--- config.mk ---
export PLATFORM = sky130hd
export DESIGN_NAME = alu_register_file_execute_top
export DESIGN_NICKNAME = d
export VERILOG_FILES = /design/src/design/alurf_pkg.sv /design/src/design/alu_register_file_execute_top.sv
export SDC_FILE = /design/constraint.sdc
export NUM_CORES = 1
export LEC_CHECK = 0
export BUFFER_PORTS_ARGS = -buffer_cell sky130_fd_sc_hd__clkbuf_2
export CORE_MARGIN = 2
export CORE_UTILIZATION = 55
export CTS_CLUSTER_DIAMETER = 40
export CTS_CLUSTER_SIZE = 30
export DETAILED_ROUTE_END_ITERATION = 10
export PLACE_DENSITY = 0.75
export SYNTH_ARGS = -nofsm -noshare
export SYNTH_HDL_FRONTEND = slang
export SYNTH_SLANG_ARGS = --single-unit
--- constraint.sdc ---
create_clock -name i_clk -period 4.2 [get_ports i_clk]
set_input_delay 0.63 -clock i_clk [delete_from_list [all_inputs] [get_ports i_clk]]
set_output_delay 0.63 -clock i_clk [all_outputs]
set_load 0.01 [all_outputs]
--- src/design/alurf_pkg.sv ---
`default_nettype none

package alurf_pkg;

    localparam int unsigned DATA_W = 16;
    localparam int unsigned REG_AW = 3;
    localparam int unsigned NUM_REGS = 8;
    localparam int unsigned IMM_W = 8;
    localparam int unsigned SHAMT_W = 4;

    // Instruction mode field, bits 1:0.
    typedef enum logic [1:0] {
        MODE_REG    = 2'd0,
        MODE_IMM    = 2'd1,
        MODE_BRANCH = 2'd2,
        MODE_REG_ALT = 2'd3
    } t_mode;

    // ALU select field, bits 4:2.
    typedef enum logic [2:0] {
        ALU_ADD = 3'd0,
        ALU_SUB = 3'd1,
        ALU_AND = 3'd2,
        ALU_OR  = 3'd3,
        ALU_XOR = 3'd4,
        ALU_SHL = 3'd5,
        ALU_SHR = 3'd6,
        ALU_CMP = 3'd7
    } t_alu_op;

    // Branch condition, bits 3:2 in branch mode.
    typedef enum logic [1:0] {
        BR_ZERO = 2'd0,
        BR_POS  = 2'd1,
        BR_NEG  = 2'd2,
        BR_NONE = 2'd3
    } t_br_cond;

    // Compare results written by the compare operation.
    localparam logic [DATA_W-1:0] CMP_EQ = 16'd0;
    localparam logic [DATA_W-1:0] CMP_GT = 16'd1;
    localparam logic [DATA_W-1:0] CMP_LT = 16'd2;

    localparam logic [DATA_W-1:0] PC_RESET = 16'h0000;

    // Value that each register holds after reset.
    function automatic logic [DATA_W-1:0] reg_reset_value(input logic [REG_AW-1:0] idx);
        logic [DATA_W-1:0] v;
        case (idx)
            3'd0: v = 16'hE013;
            3'd1: v = 16'h1234;
            3'd2: v = 16'hF79A;
            3'd3: v = 16'h8012;
            3'd4: v = 16'h6345;
            3'd5: v = 16'hABCD;
            3'd6: v = 16'h7B23;
            3'd7: v = 16'hABBB;
            default: v = 16'h0000;
        endcase
        return v;
    endfunction

endpackage

`default_nettype wire

--- src/design/alu_register_file_execute_top.sv ---
// Path: an accepted item is held in stage one and moves into the result register
// when that register is empty or being drained. Throughput: one item per cycle
// while the output is not stalled; the operand read and the register write of the
// previous item overlap, with a write-to-read bypass on the register file.
// Reset (synchronous, active low): the registers return to their fixed start
// values, the program counter to zero, and both pipeline stages are emptied.
`default_nettype none

module alu_register_file_execute_top (
    input  wire logic        i_clk,
    input  wire logic        i_rst_n,
    // Input channel: one instruction word per item.
    input  wire logic        i_in_valid,
    output logic             o_in_ready,
    input  wire logic [15:0] i_instruction,
    // Output channel: one result item per instruction.
    output logic             o_out_valid,
    input  wire logic        i_out_ready,
    output logic [15:0]      o_result,
    output logic [15:0]      o_program_counter,
    output logic             o_branch_taken
);

    // ------------------------------------------------------------------
    // Stage one holds the accepted instruction together with the two
    // operands read from the register file at acceptance. Stage two is
    // the result register. The register file is written when a non-branch
    // item moves from stage one to stage two ("fire"), so the next item, read
    // at that same edge, takes the new value through the bypass.
    // ------------------------------------------------------------------

    logic                                    r_in_valid;
    logic [15:0]                             r_ins;
    logic [alurf_pkg::DATA_W-1:0]            r_opa;
    logic [alurf_pkg::DATA_W-1:0]            r_opb;

    logic [alurf_pkg::DATA_W-1:0]            r_bank [alurf_pkg::NUM_REGS];
    logic [alurf_pkg::NUM_REGS-1:0]          r_bank_vld;
    logic [alurf_pkg::DATA_W-1:0]            r_r0;
    logic [alurf_pkg::DATA_W-1:0]            r_pc;

    logic                                    r_out_valid;
    logic [alurf_pkg::DATA_W-1:0]            r_result;
    logic [alurf_pkg::DATA_W-1:0]            r_out_pc;
    logic                                    r_out_taken;

    logic                                    fire;
    logic                                    accept;

    // Fields of the instruction in stage one.
    logic [alurf_pkg::REG_AW-1:0]            rx;
    logic [alurf_pkg::IMM_W-1:0]             imm;
    alurf_pkg::t_alu_op                      alu_op;
    alurf_pkg::t_mode                        mode;
    alurf_pkg::t_br_cond                     br_cond;
    logic                                    is_branch;

    // Read addresses of the incoming instruction.
    logic [alurf_pkg::REG_AW-1:0]            in_rx;
    logic [alurf_pkg::REG_AW-1:0]            in_ry;

    logic [alurf_pkg::DATA_W-1:0]            src;
    logic [alurf_pkg::DATA_W-1:0]            alu_out;
    logic                                    taken;
    logic                                    wr_en;
    logic [alurf_pkg::DATA_W-1:0]            rd_x;
    logic [alurf_pkg::DATA_W-1:0]            rd_y;
    logic [alurf_pkg::DATA_W-1:0]            n_pc;

    // Handshake: stage one moves on when the result register is empty or
    // being drained; a new item enters whenever stage one empties.
    assign fire       = r_in_valid && (!r_out_valid || i_out_ready);
    assign o_in_ready = !r_in_valid || fire;
    assign accept     = i_in_valid && o_in_ready;

    assign rx        = r_ins[15:13];
    assign imm       = r_ins[12:5];
    assign alu_op    = alurf_pkg::t_alu_op'(r_ins[4:2]);
    assign mode      = alurf_pkg::t_mode'(r_ins[1:0]);
    assign br_cond   = alurf_pkg::t_br_cond'(r_ins[3:2]);
    assign is_branch = (mode == alurf_pkg::MODE_BRANCH);

    assign in_rx = i_instruction[15:13];
    assign in_ry = i_instruction[12:10];

    // Immediate mode takes the zero-extended immediate in place of ry.
    assign src = (mode == alurf_pkg::MODE_IMM)
               ? {{(alurf_pkg::DATA_W-alurf_pkg::IMM_W){1'b0}}, imm} : r_opb;

    always_comb begin
        case (alu_op)
            alurf_pkg::ALU_ADD: alu_out = r_opa + src;
            alurf_pkg::ALU_SUB: alu_out = r_opa - src;
            alurf_pkg::ALU_AND: alu_out = r_opa & src;
            alurf_pkg::ALU_OR:  alu_out = r_opa | src;
            alurf_pkg::ALU_XOR: alu_out = r_opa ^ src;
            alurf_pkg::ALU_SHL: alu_out = r_opa << src[alurf_pkg::SHAMT_W-1:0];
            alurf_pkg::ALU_SHR: alu_out = r_opa >> src[alurf_pkg::SHAMT_W-1:0];
            alurf_pkg::ALU_CMP: begin
                if (r_opa == src) begin
                    alu_out = alurf_pkg::CMP_EQ;
                end else if (r_opa > src) begin
                    alu_out = alurf_pkg::CMP_GT;
                end else begin
                    alu_out = alurf_pkg::CMP_LT;
                end
            end
            default: alu_out = r_opa;
        endcase
    end

    // Register 0 is tested as a signed value. It is kept in a shadow copy
    // so the branch test never needs a third read port on the file.
    always_comb begin
        taken = 1'b0;
        if (is_branch) begin
            case (br_cond)
                alurf_pkg::BR_ZERO: taken = (r_r0 == '0);
                alurf_pkg::BR_POS:  taken = !r_r0[alurf_pkg::DATA_W-1] && (r_r0 != '0);
                alurf_pkg::BR_NEG:  taken = r_r0[alurf_pkg::DATA_W-1];
                alurf_pkg::BR_NONE: taken = 1'b0;
                default:            taken = 1'b0;
            endcase
        end
    end

    assign wr_en = fire && !is_branch;
    assign n_pc  = taken ? {{(alurf_pkg::DATA_W-alurf_pkg::IMM_W){1'b0}}, imm} : r_pc;

    // Register file read with write bypass. An entry that was never written
    // since reset reads as its start value.
    always_comb begin
        if (wr_en && (rx == in_rx)) begin
            rd_x = alu_out;
        end else if (r_bank_vld[in_rx]) begin
            rd_x = r_bank[in_rx];
        end else begin
            rd_x = alurf_pkg::reg_reset_value(in_rx);
        end
        if (wr_en && (rx == in_ry)) begin
            rd_y = alu_out;
        end else if (r_bank_vld[in_ry]) begin
            rd_y = r_bank[in_ry];
        end else begin
            rd_y = alurf_pkg::reg_reset_value(in_ry);
        end
    end

    // Register file storage and its read registers.
    always_ff @(posedge i_clk) begin
        if (wr_en) begin
            r_bank[rx] <= alu_out;
        end
        if (accept) begin
            r_ins <= i_instruction;
            r_opa <= rd_x;
            r_opb <= rd_y;
        end
    end

    // Control state, the shadow of register 0 and the program counter.
    always_ff @(posedge i_clk) begin
        if (!i_rst_n) begin
            r_in_valid <= 1'b0;
            r_bank_vld <= '0;
            r_r0       <= alurf_pkg::reg_reset_value('0);
            r_pc       <= alurf_pkg::PC_RESET;
            r_out_valid <= 1'b0;
        end else begin
            if (o_in_ready) begin
                r_in_valid <= i_in_valid;
            end
            if (wr_en) begin
                r_bank_vld[rx] <= 1'b1;
                if (rx == '0) begin
                    r_r0 <= alu_out;
                end
            end
            if (fire) begin
                r_pc <= n_pc;
            end
            if (fire) begin
                r_out_valid <= 1'b1;
            end else if (i_out_ready) begin
                r_out_valid <= 1'b0;
            end
        end
    end

    // Result register payload. A branch reports rx as it was.
    always_ff @(posedge i_clk) begin
        if (fire) begin
            r_result    <= is_branch ? r_opa : alu_out;
            r_out_pc    <= n_pc;
            r_out_taken <= taken;
        end
    end

    assign o_out_valid       = r_out_valid;
    assign o_result          = r_result;
    assign o_program_counter = r_out_pc;
    assign o_branch_taken    = r_out_taken;

    // An empty instruction stage always takes a new item.
    a_ready_when_empty: assert property (@(posedge i_clk) disable iff (!i_rst_n)
        !r_in_valid |-> o_in_ready)
        else $error("input stage empty but not ready");

    // The program counter moves only on a taken branch.
    a_pc_only_on_branch: assert property (@(posedge i_clk) disable iff (!i_rst_n)
        !(fire && taken) |=> $stable(r_pc))
        else $error("program counter changed without a taken branch");

    // Every item that leaves stage one lands in the result register.
    a_fire_fills_output: assert property (@(posedge i_clk) disable iff (!i_rst_n)
        fire |=> o_out_valid)
        else $error("executed item did not reach the result register");

    // A branch leaves the destination register value untouched.
    a_branch_keeps_rx: assert property (@(posedge i_clk) disable iff (!i_rst_n)
        (fire && is_branch) |=> (o_result == $past(r_opa)))
        else $error("branch altered the reported register value");

endmodule

`default_nettype wire
* Word level (Yosys, flattened, before mapping)
Memories as Yosys holds them, arrays and structs flattened.
Index checks and enable logic that the tools add are counted.
** Word-level totals
- Memories kept :: 3
- Input bits :: 20
- Memory bits (read-only) :: 256
- Register bits :: 123
- Bits in writable memories :: 128
** Memories
- (no name shown) :: depth 8, width 16, read ports 1, clocked after Yosys merged registers in 0, write ports 0, RTL line alurf_pkg.sv:49 : case (idx)
- (no name shown) :: depth 8, width 16, read ports 1, clocked after Yosys merged registers in 0, write ports 0, RTL line alurf_pkg.sv:49
- r_bank :: depth 8, width 16, read ports 2, clocked after Yosys merged registers in 0, write ports 1, RTL line alu_register_file_execute_top.sv:37 : logic [alurf_pkg::DATA_W-1:0] r_bank [alurf_pkg::NUM_REGS];
** Cells by class
- Shifts and indexed selects :: 2
- Add/subtract/negate cells :: 2
- Equality and inequality tests :: 15
- Multiplexer cells :: 22
- Bitwise operators :: 4
- Reduce and logical (&&, ||, !) cells :: 20
- Magnitude comparators :: 5
** Operators by type and width (number)
- $pmux 16 s8 :: 1
- $mux 16 :: 7
- $add 16x16->16 :: 1
- $and 16x16->16 :: 1
- $eq 16x16->1 :: 1
- $gt 16x16->1 :: 1
- $logic_not 16->1 :: 1
- $or 16x16->16 :: 1
- $reduce_bool 16->1 :: 1
- $shl 16x4->16 :: 1
- $shr 16x4->16 :: 1
- $sub 16x16->16 :: 1
- $xor 16x16->16 :: 1
- $eq 3x3->1 const B :: 4
- $lt 3x4->1 const B :: 3
- $mux 1 :: 8
- $or 8x8->8 :: 1
- $logic_and 1x1->1 :: 7
- $bmux 1 s3 :: 2
- $eq 2x2->1 const B :: 3
- $eq 3x2->1 const B :: 2
- $eq 3x3->1 :: 2
- $logic_not 3->1 :: 2
- $eq 2x1->1 const B :: 2
- 10 further kinds :: 15

* Longest topological paths before layout
- Word-level depth :: 7
- Mapped depth :: 17
- Depth with buffers taken out :: 13

* Worst setup path after synthesis
Ideal clock, no wire load.
- Path type :: reg2reg
- Start point :: register r_ins[0]
- End point :: register r_result (netlist bit o_result[15]) (data pin)
- Path buffers :: 4
- Arrival time :: 3789 ps
- Period minus slack after synthesis :: 4049 ps
- Required time :: 3940 ps
- Stages on the path, launching flop included :: 18
- Slack :: 151 ps
- Path through :: edfxtp_1 nand2b_1 buf_6 buf_2 buf_1 nand2_1 nand2_1 inv_1 ha_1 clkbuf_1 nand4_1 o311ai_0 a211oi_1 o32ai_1 mux2i_1 o2111ai_1 a211o_1 mux2_2
** On the way
- Word-level cells in the longest chain between the ends :: 5
- Elaborated cells between the ends (all ways) :: 12
** RTL lines
- from (decl) :: RTL line alu_register_file_execute_top.sv:33 : logic [15:0] r_ins;
- from (signal assigned) :: RTL line alu_register_file_execute_top.sv:155 : r_ins <= i_instruction;
- $eq 2x1->1 (*) :: RTL line alu_register_file_execute_top.sv:87 : assign src = (mode == alurf_pkg::MODE_IMM)
- $mux 16 (*) :: RTL line alu_register_file_execute_top.sv:88 : ? {{(alurf_pkg::DATA_W-alurf_pkg::IMM_W){1'b0}}, imm} : r_opb;
- $sub 16x16->16, or another cell as far along :: RTL line alu_register_file_execute_top.sv:93 : alurf_pkg::ALU_SUB: alu_out = r_opa - src;
- $pmux 16 s8 (*) :: RTL line alu_register_file_execute_top.sv:91 : case (alu_op)
- via alu_out, one bit :: RTL line alu_register_file_execute_top.sv:63 : logic [alurf_pkg::DATA_W-1:0] alu_out;
- $mux 16 (*) :: RTL line alu_register_file_execute_top.sv:193 : r_result <= is_branch ? r_opa : alu_out;
- to (signal assigned) :: RTL line alu_register_file_execute_top.sv:193
- to (decl) :: RTL line alu_register_file_execute_top.sv:43 : logic [alurf_pkg::DATA_W-1:0] r_result;
Mark *: on every way through the listed nets, which the timed path passes. The rest lies on a longest branch.
A chain may end at the register's enable or synchronous reset.

* Worst setup path after layout
- Start point :: register r_ins[1]
- End point :: register r_opb[15] (netlist name) (data pin)
** On the way
- Word-level cells in the longest chain between the ends :: 5
- Elaborated cells between the ends (all ways) :: 15
** RTL lines
- $eq 2x1->1 (*) :: RTL line alu_register_file_execute_top.sv:87
- $mux 16 (*) :: RTL line alu_register_file_execute_top.sv:88
- $sub 16x16->16, or another cell as far along :: RTL line alu_register_file_execute_top.sv:93
- $pmux 16 s8 (*) :: RTL line alu_register_file_execute_top.sv:91
- via alu_out, one bit :: RTL line alu_register_file_execute_top.sv:63
- $mux 16 (*) :: RTL line alu_register_file_execute_top.sv:140 : if (wr_en && (rx == in_ry)) begin
- via rd_y, one bit :: RTL line alu_register_file_execute_top.sv:67 : logic [alurf_pkg::DATA_W-1:0] rd_y;
- to (signal assigned) :: RTL line alu_register_file_execute_top.sv:157 : r_opb <= rd_y;
- to (decl) :: RTL line alu_register_file_execute_top.sv:35 : logic [alurf_pkg::DATA_W-1:0] r_opb;
Marks and branches as above.

==> impl_metrics.tcl <==
set metrics [dict create \
    status "finished, final reports clean" \
    p_leak_nw 6.61 \
    rows 61 \
    min_period_ns 4.02 \
    slowest_delay_ns 0.44 \
    pre_cts_ws_ns 0.201 \
    min_to "r_ins[6]" \
    viasPerCell 6.77 \
    ys_top_cells_by_area "edfxtp_1, mux4_2, dfxtp_1" \
    power.density_nw_per_um2 416 \
    cts.clk_slew.worst_paths_ns 0.06 \
    yosys_register_bits 251 \
    firstDrtPassIters 5 \
    worst_hold_path_type "input port to flip-flop" \
    cp_max_fo 11 \
    fin_hold_ws_ns 0.285 \
    setup_tns_ns 0 \
    dieArea_um2 29400 \
    syn_avg_cell_area_um2 11.5 \
    track_usage_pct 34.2 \
    crit_chain "buf_4 -> and2b_1 -> nand2_1 -> nand2_1 -> inv_1 -> ha_1 -> inv_1 -> o311ai_0 -> a211oi_2 -> o32ai_2 -> mux2i_1 -> o2111ai_1 -> a211o_1 -> mux2_2" \
    p_total_mw 7.34 \
    netlist-cell-type-count 89 \
    r2r_end "r_opb[15]" \
    maxCapViolCount 0 \
    yosys_warnings 0 \
    synth_common_cells "edfxtp_1, nand2_1, mux4_2, nor2_1, a21oi_1" \
    setup_violations 0 \
    synth_top_area_share_pct 40.7 \
    vias 12400 \
    antenna_found_initial 0 \
    slowest_stage "o311ai_0" \
    die_w_um 172 \
    gp_congestion 1.06 \
    ys.flop_type "edfxtp_1" \
    seqCellArea_um2 7120 \
    drc 0 \
    synthArstFlopShare_pct 0 \
    wl_per_cell_um 27.3 \
    holdPathStages 1 \
    cts_tree "built" \
    grt_pass1_vias 11900 \
    design_area_um2 17700 \
    reg2reg_slack_ns 0.18 \
    seq_area_frac_synth_pct 46.1 \
    multiInputGateArea_um2 7690 \
    endpoint_kind "flip-flop" \
    worst_pin_slew_ns 1.27 \
    cts-root-buf "clkbuf_16" \
    synth.largest_area_cell "edfxtp_1" \
    clkSinkCount 251 \
    htreeDepth 2 \
    period_share_pct 95.7 \
    r2r-start "r_ins[1]" \
    slew_headroom_pct 15.3 \
    synth_area_um2 15400 \
    grt_first_pass_wirelength_um 73700 \
    final-max-slew-violation-count 0 \
    drive_gt1_share_pct 24.2 \
    synth_most_common_cell "edfxtp_1" \
    worstSetupPathType "flip-flop to flip-flop" \
    fin_nets 1500 \
    cp_data_arrival_time_ns 4.30 \
    io_pins 55 \
    synth_edf_count 209 \
    drtIter0Drc 1805 \
    die_y_um 172 \
    routed_wl_um 49900 \
    min_from "i_instruction[6]" \
    timing_hold_violations_final 0 \
    clk-insertion-delay-late_ns 0.53 \
    core_um2 27700 \
    worst-r2r-cell-count 14 \
    cts_buffers 35 \
    place_area_um2 16400 \
    cts_setup_buffers 0 \
    n_fill_cell 2086 \
    start_util_pct 55.7 \
    grt-ovfl-total 0 \
    instances_no_fill 1827 \
    finalWorstSetupSlack_ns 0.179 \
    required_ns 4.48 \
    drtAntennaViolNets 0 \
    place_inst 1763 \
    peakVddDrop_mv 0.428 \
    synth_fp_nets 1421 \
    utilization_pct 63.7 \
    dp_hpwl_um 35900 \
    finClkSkew_ns 0.0184 \
    grt_max_degree 46 \
    port_buffers 54 \
    worstSetupStartpointType "flip-flop" \
    cts.path.max_buffers 3 \
    antennaDiodeCount 0 \
    netlist_instances 1343 \
    fmax_mhz 249 \
    syn_to_final_growth_pct 14.4 \
]
## flip-flops by register name (all words and copies together), names as in the netlist, 8 cells and up
signal             flops
r_pc                  16
o_result              16
r_ins                 16
r_bank               128
r_bank_vld             8
r_r0                  16
r_opa                 16
o_program_counter     16
r_opb                 16
## layer usage
layer	part of all wire (%)	vias to the layer above	track usage [%]
met1	38	6053	45.3
met3	9.7	170	5.61
met4	5.8	0	18.1
met5	0	-	0
li1	-	5348	-
met2	47	802	54.5
## worst max-delay path by stage
stage	slack [ns]	end	from	cells past startpoint
after floorplan	0.15	o_result[15]	r_ins[0]	17
after global placement	0.25	r_bank[2][14]	r_ins[0]	15
after detailed placement	0.20	r_opb[15]	r_ins[0]	15
after CTS	0.18	r_opb[15]	r_ins[0]	15
after global routing	-0.04	r_opa[15]	r_ins[1]	14
final	0.18	r_opb[15]	r_ins[1]	14
## critical path: cells and delay by family (launching register included)
family | cells | cell delay (ns)
fa+ha+maj | 1 | 0.33
mux | 2 | 0.54
compound gates | 5 | 1.58
buf+inv | 3 | 0.35
simple gates | 3 | 0.59
flops | 1 | 0.38
## what timing repair did
item / in CTS / in global routing
gates resized for setup: 0 / 6
endpoints found under the setup margin: 0 / 40
hold endpoints to repair: 0 / 0
hold buffers: 0 / 0
## cells in the final DEF (no fill, tap or decap), types with 21 or more instances in the layout
cell / count
edfxtp_1: 209
nand2_1: 100
buf_4: 84
mux4_2: 82
nor2_1: 80
a21oi_1: 66
inv_1: 64
o21ai_0: 63
ha_1: 57
clkbuf_2: 54
mux2i_1: 48
dfxtp_1: 42
nand3_1: 37
clkbuf_16: 36
a211oi_1: 35
nor2b_1: 25
mux2_2: 22
nor3_1: 21
## power breakdown
part	switching [mW]	internal, mW
combinational	0.983	0.541
clock	1.25	1.65
sequential	0.0688	2.86
total	2.30	5.05
## final cells by class
cell class,instances,area share (%)
timing repair buffer,139,5.22
sequential,251,40.3
clock inverter,27,1.59
clock buffer,37,5.12
multi-input combinational,925,43.6
inverter,70,1.52
tap,378,2.68
## logic make-up (layout without fill, tap and decap cells)
family | Yosys count | count (layout) | share of synthesized area (%)
compound gates | 342 | 342 | 15.3
xor+xnor | 18 | 18 | 1.02
fa+ha+maj | 59 | 59 | 4.82
buf+inv | 167 | 273 | 4.56
flops | 251 | 251 | 46.1
mux | 157 | 157 | 17.2
simple gates | 349 | 349 | 11.0
Note: power is estimated with default switching activity, not from simulation.
